`config.mk`:
```
export PLATFORM = sky130hd
export DESIGN_NAME = sacd_ctrl
export DESIGN_NICKNAME = d
export VERILOG_FILES = /design/src/sv/sacd_pkg.sv /design/src/sv/sacd_ctrl.sv
export SDC_FILE = /design/constraint.sdc
export NUM_CORES = 1
export LEC_CHECK = 0
export ABC_AREA = 1
export BUFFER_PORTS_ARGS = -buffer_cell sky130_fd_sc_hd__buf_4
export CAP_MARGIN = 20
export CORE_AREA = 2 2 39 41
export CTS_CLUSTER_DIAMETER = 30
export DETAILED_ROUTE_END_ITERATION = 10
export DIE_AREA = 0 0 41 43
export GPL_ROUTABILITY_DRIVEN = 0
export GPL_TIMING_DRIVEN = 0
export PLACE_DENSITY_LB_ADDON = 0.3
export SYNTH_ARGS = -nofsm -noshare
export SYNTH_HDL_FRONTEND = slang
export SYNTH_SLANG_ARGS = --single-unit
export TNS_END_PERCENT = 10
```
`constraint.sdc`:
```
create_clock -name clk -period 1.1 [get_ports clk]
set_input_delay 0.33 -clock clk [delete_from_list [all_inputs] [get_ports clk]]
set_output_delay 0.33 -clock clk [all_outputs]
set_load 0.01 [all_outputs]
```
`src/sv/sacd_pkg.sv`:
```
// Shared constants and controller/datapath types for the cache tag directory.
`timescale 1ns / 1ps
`default_nettype none

package sacd_pkg;

	localparam int DEF_WAYS       = 16;
	localparam int DEF_SETS       = 4096;
	localparam int DEF_LINE_BYTES = 64;

	localparam int ADDR_W   = 32;
	localparam int BYTE_W   = 8;
	localparam int RWAY_W   = 4;
	localparam int WAYOUT_W = 4;
	localparam int COST_W   = 64;

	localparam int S_TDATA_W = 48;
	localparam int M_TDATA_W = 144;

	localparam logic       MODE_READ  = 1'b0;
	localparam logic       MODE_WRITE = 1'b1;
	localparam logic [7:0] COST_HIT   = 8'd2;
	localparam logic [7:0] COST_MISS  = 8'd200;

	typedef struct packed {
		logic clear_wr;
		logic capture;
		logic lookup;
		logic load_out;
	} sacd_cmd_t;

	typedef struct packed {
		logic clear_last;
	} sacd_sts_t;

endpackage

`default_nettype wire

```
`src/sv/sacd_ctrl.sv`:
```
// Controller state machine: clearing pass, accept, lookup and result hand-off.
`timescale 1ns / 1ps
`default_nettype none

module sacd_ctrl (
	input  wire               clk,
	input  wire               arst_n,
	input  wire               s_tvalid,
	output logic              s_tready,
	output logic              m_tvalid,
	input  wire               m_tready,
	input  sacd_pkg::sacd_sts_t sts,
	output sacd_pkg::sacd_cmd_t cmd
);
	import sacd_pkg::*;

	localparam logic [1:0] ST_CLEAR = 2'd0;
	localparam logic [1:0] ST_IDLE  = 2'd1;
	localparam logic [1:0] ST_LOOK  = 2'd2;
	localparam logic [1:0] ST_PUSH  = 2'd3;

	logic [1:0] state_q;
	logic [1:0] state_d;
	logic       out_valid_q;

	always_comb begin
		s_tready     = (state_q == ST_IDLE);
		cmd.clear_wr = (state_q == ST_CLEAR);
		cmd.capture  = s_tready && s_tvalid;
		cmd.lookup   = (state_q == ST_LOOK);
		cmd.load_out = (state_q == ST_PUSH) && (!out_valid_q || m_tready);
	end

	always_comb begin
		state_d = state_q;
		unique case (state_q)
			ST_CLEAR: begin
				if (sts.clear_last) state_d = ST_IDLE;
			end
			ST_IDLE: begin
				if (cmd.capture) state_d = ST_LOOK;
			end
			ST_LOOK: begin
				state_d = ST_PUSH;
			end
			ST_PUSH: begin
				if (cmd.load_out) state_d = ST_IDLE;
			end
			default: begin
				state_d = ST_CLEAR;
			end
		endcase
	end

	always_ff @(posedge clk or negedge arst_n) begin
		if (!arst_n) begin
			state_q     <= ST_CLEAR;
			out_valid_q <= 1'b0;
		end else begin
			state_q <= state_d;
			if (cmd.load_out) begin
				out_valid_q <= 1'b1;
			end else if (m_tready) begin
				out_valid_q <= 1'b0;
			end
		end
	end

	assign m_tvalid = out_valid_q;

endmodule

`default_nettype wire

```
Word level (Yosys, flattened, before mapping)
Cells that the tools add are included.
W data, S select, Z words.
{"block": "word_totals", "ff_bits": 3, "in_bits": 5, "out_inout_bits": 6, "word_cells": 21}
{"block": "op_classes", "n_eq_ne": 6, "muxes": 6, "reduce_logical": 7}
{"cell": "$pmux W2 S4", "count": 1}
{"cell": "$mux W2", "count": 3}
{"cell": "$eq A2 B2 Y1 const B", "count": 2}
{"cell": "$ne A2 B2 Y1 const B", "count": 2}
{"cell": "$reduce_and A3 Y1", "count": 1}
{"cell": "$eq A2 B1 Y1 const B", "count": 1}
{"cell": "$logic_and A1 B1 Y1", "count": 2}
{"cell": "$logic_not A2 Y1", "count": 1}
{"cell": "$mux W1", "count": 2}
{"cell": "$ne A2 B1 Y1 const B", "count": 1}
{"cell": "$reduce_bool A2 Y1", "count": 1}
{"cell": "$logic_not A1 Y1", "count": 1}
{"cell": "$logic_or A1 B1 Y1", "count": 1}

Longest topological paths before layout
{"block": "depth", "ltp_word": 5, "depth_mapped": 6, "depth_no_buf": 6}

Least setup slack after synthesis
No wires, ideal clock.
{"block": "synth_path", "kind": "register to output", "from": "register state_q[1]", "to": "output port cmd[2] (netlist name)", "arrival_time_ns": 0.869, "slack_ns": -0.099, "stages_incl_launch_ff": 5, "path_buffers": 0, "cell_sequence": "dfrtp_1 -> inv_1 -> ha_1 -> nand2_1 -> inv_1"}
{"element": "start: declaration", "line": "sacd_ctrl.sv:22", "rtl": "logic [1:0] state_q;"}
{"element": "start signal: assignment", "line": "sacd_ctrl.sv:60", "rtl": "state_q <= state_d;"}
{"element": "end: declaration", "line": "sacd_ctrl.sv:13", "rtl": "output sacd_pkg::sacd_cmd_t cmd"}

==> summary.txt <==
Routing
  – Detail Route Antenna Nets: 0
  – Total vias in the final route: 229
  – Drt drc: 0
  – Total Wirelength: 456 um
  – Via-to-Cell Ratio: 3.635
  – Iteration-0 DRC Markers: 4
  – DRT Pass-1 Iters: 4
  – WL per Instance: 7.238 um

GRT
  – Tot GR Track Use: 6.439%
  – Vias in the first global route: 214
  – First-pass GRT wire length: 752 um
  – Pin count of the biggest net entering global routing: 6
  – Grt total ovfl: 0
  – Antenna violations before repair: 0

Floorplan
  – Die X: 41 um
  – Core Box Area: 1384 um^2
  – Initial core utilization: 17.63%
  – Number of I/O pins: 11
  – DIE AREA: 1763 um^2
  – Row count: 14
  – Die Y: 43 um

Layout
  – Layout cells sized above 1: 57.45%
  – Non-Filler Instances: 63
  – Register Area: 77.57 um^2
  – Fin util: 31.46%
  – Most frequent cells in the layout: 11 x buf_4, 7 x nand2_1, 6 x inv_1, 3 x clkbuf_4
  – # diodes: 0
  – Synthesis-to-layout area growth: 78.46%
  – Layout Nets: 58
  – Fill cells: 148
  – Leading cell type in the layout, fill and taps excluded: buf_4
  – Multi-input gate area: 175.2 um^2

STA
  – Slew @ Worst Pin: 0.1781 ns
  – Max Fclk: 704.8 MHz
  – Final setup fails: 8
  – Post-route worst setup slack: -0.3188 ns
  – Final Max Slew Viols: 0
  – Final Critical Period: 1.419 ns
  – Max Clock Skew: 0.0002592 ns
  – Final TNS setup: -1.508 ns
  – Fin. Hold Viols: 0
  – Fin crit share: 129.0%
  – Unrepaired setup endpoints after global routing: true
  – Rel. slew slack: 88.13%

Outcome
  – Outcome: complete, but fails checks
  – Failing checks: setup timing

Pwr
  – Total power: 0.001180 W
  – Pwr dens: 2711 nW/um^2
  – Static leakage: 0.2390 nW
  – VDD IR max: 0.001059 V

CTS
  – Clock buffer depth: 2
  – CTS Buf Count: 3
  – Clock transition at path regs: 0.04 ns
  – Worst-Skew Late Latency: 0.23 ns
  – CTS tree: yes
  – Clk sinks: 3
  – H-tree levels: 1
  – Root Buffer: clkbuf_4

Yosys
  – Post-Synthesis Cell Area: 244.0 um^2
  – Seq/Total Area, Yosys: 30.77%
  – Post-synthesis cell count: 30
  – Mean post-synth cell area: 8.133 um^2
  – Syn Nets: 40
  – Synthesis warning total: 0
  – Synthesis-stage register bit count: 3
  – Post-synth cell types: 8

Critical path
  – Crit Path Class: flip-flop to primary output
  – Critical Path End Type: primary output
  – Crit-path max FO: 5
  – Crit path launch type: flip-flop
  – Crit path required time: 0.77 ns
  – Critical Path AT: 1.09 ns

Run
  – Maxcap violations: 0

Min path
  – Min-delay worst type: primary input to flip-flop

Placement
  – Post-DP HPWL: 346.5 um
  – Worst slack, placed: -0.1842 ns
  – Placed Cells: 56
  – Buffers on Ports: 10
-- state kept, by name, indices dropped and copies added, names as in the netlist --
name	cells
state_q	2
m_tvalid	1
-- layout make-up --
| class | count | share of cell area, % |
|---|---|---|
| multi-input combinational | 19 | 40.23 |
| tap | 16 | 4.598 |
| clock buffer | 4 | 6.034 |
| timing repair buffer | 13 | 23.85 |
| inverter | 8 | 7.471 |
| sequential | 3 | 17.82 |
-- critical path, cell delays in order (launching register included) --
cell and delay (ns):
dfrtp_2 0.45, inv_1 0.10, ha_2 0.19, buf_4 0.12
-- synth_stat cells --
cell	n	share of area (%)
a21oi_1	1	2.0
ha_1	5	26
inv_1	8	12
nand4_1	2	5.1
nand3_2	2	8.2
nand2_2	2	5.1
dfrtp_1	3	31
nand2_1	7	11
-- where the power goes --
group	leakage (nW)	switching [W]	internal, W
Sequential	0.0334	0.000110	0.000179
Clock	0.0150	0.0000545	0.000136
Combinational	0.191	0.000329	0.000373
Total	0.239	0.000493	0.000687
-- logic make-up after synthesis --
group | Yosys count | share of synthesized area, %
compound gates | 1 | 2.049
flops | 3 | 30.77
fa+ha+maj | 5 | 25.64
buf+inv | 8 | 12.31
simple gates | 13 | 29.23
-- per-layer routing --
metal | vias to the layer above | global-route usage [%] | part of all wire, %
met4 | 0 | 6.000 | 0
met1 | 96 | 6.796 | 45
met5 | - | 0 | 0
met2 | 8 | 9.688 | 46
li1 | 125 | - | -
met3 | 0 | 1.571 | 8.8
-- metrics by stage --
stage,hold slack (ns),instance area [um^2]
after floorplan,0.03441,262.8
after global placement,0.1216,357.8
after detailed placement,0.1212,357.8
after CTS,0.3820,429.2
after global routing,0.4072,435.4
final,0.3865,435.4
-- timing repair --
item                                    in CTS  in global routing
resized for setup                            6                  2
endpoints found under the hold margin        3                  0
gates cloned                                 0                  0
hold buffers                                 1                  0
pin swaps                                    2                  0
endpoints found under the setup margin       8                  8
setup buffers                                2                  0
-- path summary, 6_finish.rpt --
path,start,end,slack (ns),cells past startpoint
max,state_q[0],cmd[3],-0.32,3
min,m_tready,m_tvalid,0.39,4
max reg2reg,state_q[1],state_q[0],-0.01,7
min reg2reg,state_q[1],state_q[1],0.57,2
max in group asynchronous,arst_n,state_q[0],0.57,2
min in group asynchronous,arst_n,state_q[1],0.42,2
Note: power is estimated with default switching activity, not from simulation.
